--- src/hdl/mrds_pkg.sv ---
// Shared types, constants and the CRC bit step for the Modbus RTU drive slave.
package mrds_pkg;

  localparam logic [15:0] CRC_INIT       = 16'hFFFF;
  localparam logic [15:0] CRC_POLY       = 16'hA001;
  localparam logic [15:0] COIL_ON        = 16'hFF00;
  localparam logic [7:0]  EXC_FLAG       = 8'h80;
  localparam logic [7:0]  FREQ_DIVISOR   = 8'd100;
  localparam int          MAX_READ_WORDS = 29;

  localparam logic [7:0] FN_READ_INPUT  = 8'd4;
  localparam logic [7:0] FN_WRITE_COIL  = 8'd5;
  localparam logic [7:0] FN_WRITE_REG   = 8'd6;
  localparam logic [7:0] EXC_BAD_FUNC   = 8'd1;
  localparam logic [7:0] EXC_BAD_VALUE  = 8'd3;

  localparam logic [15:0] RUN_COIL      = 16'd0;
  localparam logic [15:0] FREQ_REG      = 16'd1;
  localparam logic [16:0] CURRENT_REG   = 17'd2;
  localparam logic [16:0] VOLTAGE_REG   = 17'd3;

  localparam logic [1:0] CFG_SLAVE_ADDR = 2'd0;
  localparam logic [1:0] CFG_CURRENT    = 2'd1;
  localparam logic [1:0] CFG_VOLTAGE    = 2'd2;

  typedef enum logic [2:0] {
    ST_IDLE,
    ST_CHECK,
    ST_DIV,
    ST_LOAD,
    ST_BCRC,
    ST_OUT
  } state_t;

  // One bit of the reflected CRC-16, data bit fed LSB first.
  function automatic logic [15:0] crc_bit(input logic [15:0] crc, input logic b);
    logic fb;
    fb = crc[0] ^ b;
    return (crc >> 1) ^ (fb ? CRC_POLY : 16'h0000);
  endfunction

endpackage

--- src/hdl/modbus_rtu_drive_slave_top.sv ---
// Modbus RTU drive slave: frame window, bit-serial CRC check and response builder.
//
// Bytes enter on the rx channel into an eight-byte sliding window. Once eight
// bytes are held, the first six are run through a bit-serial CRC-16 (one bit a
// cycle) and the frame is checked against the station address and its
// little-endian CRC trailer; a bad window drops its oldest byte. A good
// frame is answered on the tx channel, one byte per request, each payload byte
// first shifted through the same CRC register, the two CRC bytes last with
// last_of_frame set on the final one. Function 6 at register 1 sets the
// frequency to value/100 through a serial divider. rx_ready is high only
// while no frame is being checked or answered: a byte that does not complete
// a window leaves it high, a rejected window holds it low for the check, and
// an accepted frame for the check, the divider on a frequency write, a load,
// CRC shift and output step per payload byte and a load and output step per
// CRC byte, plus tx stalls. Read requests above MAX_WORDS words get an
// exception. run_flag and frequency_hz always show the current drive state.
module modbus_rtu_drive_slave_top
  import mrds_pkg::*;
#(
  parameter int MAX_WORDS = MAX_READ_WORDS
)
(
  input  logic        clk,
  input  logic        rst,
  input  logic        rx_valid,
  output logic        rx_ready,
  input  logic [7:0]  rx_byte,
  output logic        tx_valid,
  input  logic        tx_ready,
  output logic [7:0]  tx_byte,
  output logic        last_of_frame,
  output logic        run_flag,
  output logic [9:0]  frequency_hz,
  input  logic        cfg_write,
  input  logic [1:0]  cfg_index,
  input  logic [15:0] cfg_data
);

  state_t state, state_next;

  logic [7:0]  win [8];
  logic [2:0]  fill;
  logic        running;
  logic [9:0]  set_frequency;
  logic [7:0]  slave_address;
  logic [15:0] current_reading;
  logic [15:0] voltage_reading;

  logic [15:0] crc;
  logic [47:0] sreg;      // serial CRC feed
  logic [5:0]  cnt;
  logic [5:0]  k;         // response byte index
  logic [15:0] divq;      // dividend in, quotient out
  logic [6:0]  rem;
  logic [7:0]  tx_reg;
  logic        last_reg;

  // frame fields
  logic [7:0]  func;
  logic [15:0] addr, value;
  assign func  = win[1];
  assign addr  = {win[2], win[3]};
  assign value = {win[4], win[5]};

  logic frame_ok;
  assign frame_ok = (win[0] == slave_address) && (crc == {win[7], win[6]});

  // response payload length before CRC
  logic        is_echo, is_read, read_exc;
  logic [5:0]  len;
  assign is_echo  = (func == FN_WRITE_COIL) || (func == FN_WRITE_REG);
  assign is_read  = (func == FN_READ_INPUT);
  assign read_exc = value > 16'(MAX_WORDS);
  always_comb begin
    if (is_echo) len = 6'd6;
    else if (is_read && !read_exc) len = 6'd3 + {value[4:0], 1'b0};
    else len = 6'd3;
  end

  // byte k of the response payload
  logic [5:0]  widx;
  logic [16:0] reg_no;
  logic [15:0] word;
  logic [7:0]  resp_byte;
  assign widx   = (k - 6'd3) >> 1;
  assign reg_no = {1'b0, addr} + {11'd0, widx};
  always_comb begin
    if (reg_no == CURRENT_REG) word = current_reading;
    else if (reg_no == VOLTAGE_REG) word = voltage_reading;
    else word = 16'd0;
  end
  always_comb begin
    if (is_echo) begin
      resp_byte = win[k[2:0]];
    end else if (k == 6'd0) begin
      resp_byte = slave_address;
    end else if (k == 6'd1) begin
      resp_byte = (is_read && !read_exc) ? FN_READ_INPUT : (func | EXC_FLAG);
    end else if (k == 6'd2) begin
      if (!is_read) resp_byte = EXC_BAD_FUNC;
      else if (read_exc) resp_byte = EXC_BAD_VALUE;
      else resp_byte = {value[6:0], 1'b0};
    end else begin
      // data words go out high byte first
      resp_byte = k[0] ? word[15:8] : word[7:0];
    end
  end

  logic [7:0] div_try;
  assign div_try = {rem, divq[15]};

  assign rx_ready      = (state == ST_IDLE);
  assign tx_valid      = (state == ST_OUT);
  assign tx_byte       = tx_reg;
  assign last_of_frame = last_reg;
  assign run_flag      = running;
  assign frequency_hz  = set_frequency;

  always_ff @(posedge clk) begin
    if (rst) begin
      state <= ST_IDLE;
    end else begin
      state <= state_next;
    end
  end

  always_comb begin
    state_next = state;
    case (state)
      ST_IDLE:  if (rx_valid && fill == 3'd7) state_next = ST_CHECK;
      ST_CHECK: begin
        if (cnt == 6'd48) begin
          if (!frame_ok) state_next = ST_IDLE;
          else if (func == FN_WRITE_REG && addr == FREQ_REG) state_next = ST_DIV;
          else state_next = ST_LOAD;
        end
      end
      ST_DIV:   if (cnt == 6'd15) state_next = ST_LOAD;
      ST_LOAD:  state_next = (k < len) ? ST_BCRC : ST_OUT;
      ST_BCRC:  if (cnt == 6'd7) state_next = ST_OUT;
      ST_OUT:   if (tx_ready) state_next = last_reg ? ST_IDLE : ST_LOAD;
      default:  state_next = ST_IDLE;
    endcase
  end

  // config and drive state
  always_ff @(posedge clk) begin
    if (rst) begin
      slave_address   <= 8'd1;
      current_reading <= 16'd0;
      voltage_reading <= 16'd0;
      running         <= 1'b0;
      set_frequency   <= 10'd0;
      fill            <= 3'd0;
      for (int i = 0; i < 8; i++) win[i] <= 8'd0;
    end else begin
      if (cfg_write) begin
        case (cfg_index)
          CFG_SLAVE_ADDR: slave_address   <= cfg_data[7:0];
          CFG_CURRENT:    current_reading <= cfg_data;
          CFG_VOLTAGE:    voltage_reading <= cfg_data;
          default: ;
        endcase
      end
      case (state)
        ST_IDLE: begin
          if (rx_valid) begin
            win[fill] <= rx_byte;
            if (fill != 3'd7) fill <= fill + 3'd1;
          end
        end
        ST_CHECK: begin
          if (cnt == 6'd48) begin
            if (!frame_ok) begin
              for (int i = 0; i < 7; i++) win[i] <= win[i+1];
            end else begin
              fill <= 3'd0;
              if (func == FN_WRITE_COIL && addr == RUN_COIL) running <= (value == COIL_ON);
            end
          end
        end
        ST_DIV: if (cnt == 6'd15) set_frequency <= {divq[8:0], (div_try >= FREQ_DIVISOR)};
        default: ;
      endcase
    end
  end

  // datapath: CRC shifter, divider, response index, output register
  always_ff @(posedge clk) begin
    case (state)
      ST_IDLE: begin
        cnt  <= 6'd0;
        crc  <= CRC_INIT;
        sreg <= {win[5], win[4], win[3], win[2], win[1], win[0]};
        k    <= 6'd0;
        last_reg <= 1'b0;
      end
      ST_CHECK: begin
        if (cnt == 6'd48) begin
          crc  <= CRC_INIT;
          cnt  <= 6'd0;
          divq <= value;
          rem  <= 7'd0;
        end else begin
          crc  <= crc_bit(crc, sreg[0]);
          sreg <= sreg >> 1;
          cnt  <= cnt + 6'd1;
        end
      end
      ST_DIV: begin
        if (div_try >= FREQ_DIVISOR) rem <= 7'(div_try - FREQ_DIVISOR);
        else rem <= div_try[6:0];
        divq <= {divq[14:0], (div_try >= FREQ_DIVISOR)};
        cnt  <= cnt + 6'd1;
      end
      ST_LOAD: begin
        cnt <= 6'd0;
        if (k < len) begin
          tx_reg     <= resp_byte;
          sreg[7:0]  <= resp_byte;
        end else if (k == len) begin
          tx_reg <= crc[7:0];
        end else begin
          tx_reg   <= crc[15:8];
          last_reg <= 1'b1;
        end
      end
      ST_BCRC: begin
        crc       <= crc_bit(crc, sreg[0]);
        sreg[7:0] <= sreg[7:0] >> 1;
        cnt       <= cnt + 6'd1;
      end
      ST_OUT: if (tx_ready) k <= k + 6'd1;
      default: ;
    endcase
  end

endmodule
--- config.mk ---
export PLATFORM = sky130hd
export DESIGN_NAME = modbus_rtu_drive_slave_top
export DESIGN_NICKNAME = d
export VERILOG_FILES = /design/src/hdl/mrds_pkg.sv /design/src/hdl/modbus_rtu_drive_slave_top.sv
export SDC_FILE = /design/constraint.sdc
export NUM_CORES = 1
export LEC_CHECK = 0
export BUFFER_PORTS_ARGS = -buffer_cell sky130_fd_sc_hd__buf_2
export CAP_MARGIN = 20
export CELL_PAD_IN_SITES_DETAIL_PLACEMENT = 0
export CELL_PAD_IN_SITES_GLOBAL_PLACEMENT = 1
export CORE_MARGIN = 2
export CORE_UTILIZATION = 50
export DETAILED_ROUTE_END_ITERATION = 10
export GPL_TIMING_DRIVEN = 0
export PLACE_DENSITY_LB_ADDON = 0.05
export REMOVE_ABC_BUFFERS = 1
export SETUP_SLACK_MARGIN = 0.5
export SYNTH_ARGS = -nofsm -noshare
export SYNTH_HDL_FRONTEND = slang
export SYNTH_SLANG_ARGS = --single-unit
--- constraint.sdc ---
create_clock -name clk -period 4.9 [get_ports clk]
set_clock_uncertainty 0.15 [all_clocks]
set_input_delay 0.245 -clock clk [delete_from_list [all_inputs] [get_ports clk]]
set_output_delay 0.245 -clock clk [all_outputs]
set_load 0.005 [all_outputs]
==> results.cfg, run 1 <==
[die]
start_util_pct = 50.9
die_w_um = 161
die_area_um2 = 26000
core_area_um2 = 24300
fp-row-count = 57
pin_count = 53
dieHeight_um = 161

[synthesis]
synth_area_leaders = edfxtp_1 40%, dfxtp_1 11%, nand2_1 5.5%
synth_compound_area_share_pct = 13.0
synth_seq_cells = 232
muxShareOfSynthArea_pct = 10.8
yosysTopAreaCell = edfxtp_1
yosys_warnings = 0
syn_avg_cell_area_um2 = 10.7
yosys.area_share.simple_pct = 15.4
synthFlopType = edfxtp_1
synth.distinct_cells = 76
synthAdderAreaFrac_pct = 2.69
synth_top_area_share_pct = 39.8
synth_top_family_by_area = simple AND/OR/NAND/NOR gates
synth.yosys.seq_area_share_pct = 50.8
post-synth-top-count-cell = nand2_1
synth_edf_count = 164
synth_common_cells = 181 x nand2_1, 164 x edfxtp_1, 89 x nor2_1
async_flop_share_pct = 0
syn_area_um2 = 12400
synth_cells = 1155
synth-xor-area-share_pct = 3.68

[clocking]
clkTransAtPathRegs_ps = 60
clkLatencyLatePin_ps = 530
numCtsBuffers = 25
clkSinkCount = 232
cts-root-buf = clkbuf_16
cts_buffer_depth = 3
h-tree-depth = 1
cts_tree = yes

[pwr]
p_leak_uw = 0.00509
power.total_uw = 4830
p_per_area_nw_per_um2 = 346
vdd_drop_max_uv = 253

[setup_path]
cp_cell_sequence = or4b_1, or3_4, and4b_4, and2_2, ha_1, nor2b_1, o21ai_0, nand2b_1, a21oi_1, o21ai_2, nor3_1, a21oi_1, o21ai_1, buf_4
r2r-end = sreg[7]$_DFFE_PP_
cp_max_fo = 9
cp-end-kind = register
critPathMaxStageDelay_ps = 510
crit_family = simple AND/OR/NAND/NOR gates
cp-start-kind = register
critPathKind = reg -> reg
reg2reg_slack_ps = 710
cpMostUsedCell = a21oi_1
reg2regPathDepth = 14
crit_required_ps = 4990
cp.buffers_inverters = 1
crit_path_start = win[1][5]$_DFFE_PP_
slowest_stage = edfxtp_1
rr_startpoint = win[1][5]$_DFFE_PP_
worstPathArrival_ps = 4280

[timing]
drv_slew = 0
slew_headroom_pct = 27.5
rsz0062_at_grt = no
worst_slew_pin_slew_ps = 1080
fmax_mhz = 239
hold_viol = 0
setup-violations-final = 0
timing.final.crit_share_pct = 85.6
setup_tns_ps = 0
hold_ws_ps = 53.0
period_minus_slack_ps = 4190

[detailed_routing]
vias_per_cell = 6.02
routed_wl_mm = 34.3
drc = 0
wl_per_cell_um = 22.3
vias = 9260
first_pass_iters = 6
ant_nets = 0
drt_first_iter_violations = 883

[global_routing]
use_met3_pct = 3.72
grt_pass1_vias = 8779
use_met2_pct = 41.2
antenna_found_initial = 0
grt_pass1_wl_mm = 52.8
met1_usage_pct = 39.2
grt_usage_pct = 26.5
busiest_layer = met2
grt-ovfl-total = 0
grt_max_degree = 49

[placement]
dp_cells = 1461
dp_hpwl_mm = 24.9
gp_congestion = 0.939
port_buffers = 52

[layout]
stdcell_count = 1539
num-fill-cells = 2086
area_growth_syn_to_layout_pct = 12.7
drive_gt1_share_pct = 16.7
final_nets = 1253
diodes = 0

[min_path]
whs_path_depth = 2
min_path_type = in -> reg
min_to = fill[0]$_SDFFE_PP0P_
min_from = rst

[outcome]
run_status = finished clean

[job]
drv_cap = 0
==> sequential cells by signal (all words and copies together), names as in the netlist, named ones only <==
register and cells:
divq 16, sreg 48, frequency_hz 10, win 64, last_of_frame 1, slave_address 8
crc 16, tx_byte 8, k 6, run_flag 1, cnt 6, state 3
rem 7, fill 3, voltage_reading 16, current_reading 16
==> cells by family (layout without fill, tap and decap cells) <==
logic type / Yosys count / after routing
DFF: 232 / 232
buffers and inverters: 96 / 156
adders and majority gates: 26 / 26
muxes: 100 / 100
and+or+nand+nor: 408 / 408
AOI/OAI and AO/OA: 241 / 241
xor gates and xnor gates: 52 / 52
==> layer usage <==
layer  up-vias  wire (µm)
li1       4346          -
met1      4487      15500
met2       365      15500
met3        62       2460
met4         0        955
met5         -          0
==> how the worst max path moves through the flow <==
stage | end | slack [ps] | cells after the start
finish | sreg[7]$_DFFE_PP_ | 710 | 14
global route | sreg[7]$_DFFE_PP_ | 520 | 14
CTS | sreg[7]$_DFFE_PP_ | 560 | 14
detailed placement | tx_byte[6]$_DFFE_PP_ | -40 | 12
global placement | win[0][3]$_DFFE_PP_ | -4610 | 5
floorplan | win[0][3]$_DFFE_PP_ | -1260 | 5
==> cells in the final DEF, fill, tap and decap left out, types with 15 or more instances in the layout <==
cell / n
ha_1: 25
xnor2_1: 20
dlygate4sd3_1: 24
clkbuf_16: 25
nand3_1: 15
or3_1: 19
nor2_1: 88
nor4_1: 17
dfxtp_1: 68
mux2i_1: 34
edfxtp_1: 164
o21ai_0: 41
mux4_2: 21
mux2_2: 44
nand2_1: 181
xor2_1: 32
a22o_1: 47
buf_2: 57
a21oi_1: 77
nand4_1: 15
==> stage by stage <==
stage               worst slack (ps)  util, %  area [µm²]
detailed placement             -41.6     52.8       12800
global route                     522     57.3       13900
finish                           707     57.3       13900
global placement               -4610     52.0       12600
floorplan                      -1260        -       12000
CTS                              559     57.1       13900
==> worst register-to-register path: stages, from the launching register on <==
cell and delay, ps:
edfxtp_1 510, or4b_1 500, or3_4 420, and4b_4 450, and2_2 160, ha_1 230, nor2b_1 130, o21ai_0 130
nand2b_1 70, a21oi_1 230, o21ai_2 200, nor3_1 180, a21oi_1 60, o21ai_1 250, buf_4 230
==> final cells by class <==
cell class | count | area, µm² | share of cell area [%]
Clock buffer | 39 | 748 | 5.37
Clock inverter | 7 | 43.8 | 0.314
Tap cell | 324 | 405 | 2.91
Multi-Input combinational cell | 827 | 5690 | 40.8
Inverter | 15 | 56.3 | 0.404
Timing Repair Buffer | 95 | 714 | 5.13
Sequential cell | 232 | 6290 | 45.1
==> what timing repair did <==
item,in CTS,in global routing
hold endpoints to repair,50,0
hold buffers,24,0
buffers inserted,2,2
endpoints found under the setup margin,21,9
resized for setup,3,3
==> power breakdown <==
group	leakage [µW]	internal [µW]	switching, µW
Sequential	0.00221	2240	118
Combinational	0.00249	269	386
Clock	0.000391	1050	765
Total	0.00509	3560	1270
Note: power is estimated with default switching activity, not from simulation.
==> inputs of run 2 (changes only) <==
--- a/config.mk
+++ b/config.mk
@@ -10,7 +10,7 @@
 export CELL_PAD_IN_SITES_DETAIL_PLACEMENT = 0
 export CELL_PAD_IN_SITES_GLOBAL_PLACEMENT = 1
 export CORE_MARGIN = 2
-export CORE_UTILIZATION = 50
+export CORE_UTILIZATION = 40
 export DETAILED_ROUTE_END_ITERATION = 10
 export GPL_TIMING_DRIVEN = 0
 export PLACE_DENSITY_LB_ADDON = 0.05
==> run 2 against run 1 <==
Clock-buffer cell count increased by 1; design area increased by 2.2%; cell count increased by 5.5%; routed wire length increased by 11%; flip-flop and latch count unchanged; global-route usage decreased by 3.3 points; first-iteration DRC count decreased by 20%; critical path type unchanged; largest power group unchanged.
==> results.cfg, run 2 (synthesis gave the netlist of run 1 again) <==
[timing]
hold_ws_ps = 39.5
rsz0062_at_grt = no
fmax_mhz = 239
hold_viol = 0
setup_ws_ps = 711
worst_slew_pin_slew_ps = 1090
period_minus_slack_ps = 4190
setup-violations-final = 0
slew_headroom_pct = 26.4
timing.final.crit_share_pct = 85.5
drv_slew = 0

[placement]
dp_slack_ps = -265
dp_hpwl_mm = 26.3
port_buffers = 52
gp_congestion = 0.870

[clocking]
clkLatencyLatePin_ps = 560
cts-root-buf = clkbuf_16
clkSinkCount = 232
cts_buffer_depth = 3
cts_tree = yes
clkTransAtPathRegs_ps = 60
h-tree-depth = 1
numCtsBuffers = 28

[detailed_routing]
top_layer_used = met4
wl_met1_mm = 17.6
wl_met2_mm = 17.4
drt_first_iter_violations = 710
vias = 9391
vias_per_cell = 5.78
wl_per_cell_um = 23.5
first_pass_iters = 5
dr_wl_met3_mm = 2.25
ant_nets = 0
drc = 0
routed_wl_mm = 38.2

[die]
core_area_um2 = 30500
pin_count = 53
start_util_pct = 40.6
fp-row-count = 64
dieHeight_um = 180
die_w_um = 180
die_area_um2 = 32400

[min_path]
whs_path_depth = 4
min_from = tx_ready
min_to = state[2]$_SDFFE_PP0P_
min_path_type = in -> reg

[setup_path]
worstPathArrival_ps = 4460
critPathMaxStageDelay_ps = 630
cp_max_fo = 5
r2r-end = tx_byte[5]$_DFFE_PP_
crit_path_start = k[0]$_DFFE_PP_
crit_required_ps = 5170
cp-start-kind = register
cp-end-kind = register
slowest_stage = or4_1
critPathKind = reg -> reg
cp.buffers_inverters = 1
cp_cell_sequence = buf_4, ha_1, nor3_1, xor2_1, ha_1, a21o_1, a21oi_1, a211oi_1, mux2i_1, nand4_1, or4_1, a21oi_2, a21o_1
crit_family = compound AO/OA/AOI/OAI gates
rr_startpoint = k[0]$_DFFE_PP_
reg2reg_slack_ps = 710
reg2regPathDepth = 13

[global_routing]
antenna_found_initial = 0
grt_pass1_wl_mm = 57.6
grt_usage_pct = 23.2
grt_pass1_vias = 8969
grt-ovfl-total = 0
grt_max_degree = 71

[outcome]
run_status = finished clean

[layout]
largest_reg_flops = 64
drive_gt1_share_pct = 17.9
num-fill-cells = 2905
regMostFlops = win
finish.utilization_pct = 46.7
layout_commonest_cell = nand2_1
multi_input_area_um2 = 5710
largestRegisters = win x64, sreg x48
seqCellArea_um2 = 6290
diodes = 0
area_growth_syn_to_layout_pct = 15.1
layout_common_cells = 181 x nand2_1, 164 x edfxtp_1, 88 x nor2_1, 76 x a21oi_1, 68 x dfxtp_1
final_nets = 1264

[pwr]
p_per_area_nw_per_um2 = 362
vdd_drop_max_uv = 307
p_leak_uw = 0.00520

[job]
drv_cap = 0
## run 2: cell count changes in the layout (fill, tap and decap cells not counted), moves of 2 or more
cell	previous run	this run
buf_4	6	16
clkbuf_8	7	3
bufinv_16	0	2
buf_2	57	54
inv_6	2	0
clkbuf_16	25	30
a211oi_1	12	10
clkinv_2	2	4
a211oi_2	0	2
## run 2: final cells by class
class	count	area share, %
sequential	232	44.1
multi-input combinational	827	40.1
clock buffer	40	5.74
timing repair buffer	103	5.34
tap	396	3.48
clock inverter	11	0.861
inverter	15	0.395
## run 2: repair_timing
| item | 4_1_cts | 5_1_grt |
|---|---|---|
| hold buffers | 24 | 0 |
| endpoints found under the setup margin | 25 | 18 |
| gates resized for setup | 5 | 6 |
| hold endpoints to repair | 49 | 0 |
| pin swaps | 0 | 1 |
| buffers inserted | 2 | 10 |
## run 2: power breakdown
part | internal [µW] | total [µW] | switching [µW]
Clock | 1270 | 2120 | 854
Combinational | 275 | 680 | 406
Sequential | 2240 | 2360 | 121
Total | 3780 | 5160 | 1380
## run 2: stage by stage
stage	instance area, µm²	power (µW)	setup TNS, ps	instances
2_1_floorplan	12000	2770	-57840	1074
3_3_place_gp	12700	3030	-462430	1522
3_5_place_dp	12900	3040	-1770	1534
4_1_cts	14100	5200	0	1611
5_1_grt	14200	5370	0	1624
6_report	14200	5160	0	1624
## run 2: how the worst max path moves through the flow
stage / endpoint / slack (ps) / cells after the start
2_1_floorplan: win[0][3]$_DFFE_PP_ / -1260 / 5
3_3_place_gp: win[0][3]$_DFFE_PP_ / -5400 / 5
3_5_place_dp: tx_byte[6]$_DFFE_PP_ / -270 / 12
4_1_cts: sreg[0]$_DFFE_PP_ / 540 / 14
5_1_grt: tx_byte[3]$_DFFE_PP_ / 530 / 13
6_report: tx_byte[5]$_DFFE_PP_ / 710 / 13
## run 2: layer usage
metal | vias up | GRT usage (%)
li1 | 4370 | -
met1 | 4663 | 33.3
met2 | 302 | 36.3
met3 | 56 | 3.91
met4 | 0 | 6.67
met5 | - | 0
## run 2: worst min-delay path: cells and delay by family
| kind | cells | cell delay, ps |
|---|---|---|
| buf+inv | 1 | 100 |
| compound gates | 3 | 340 |
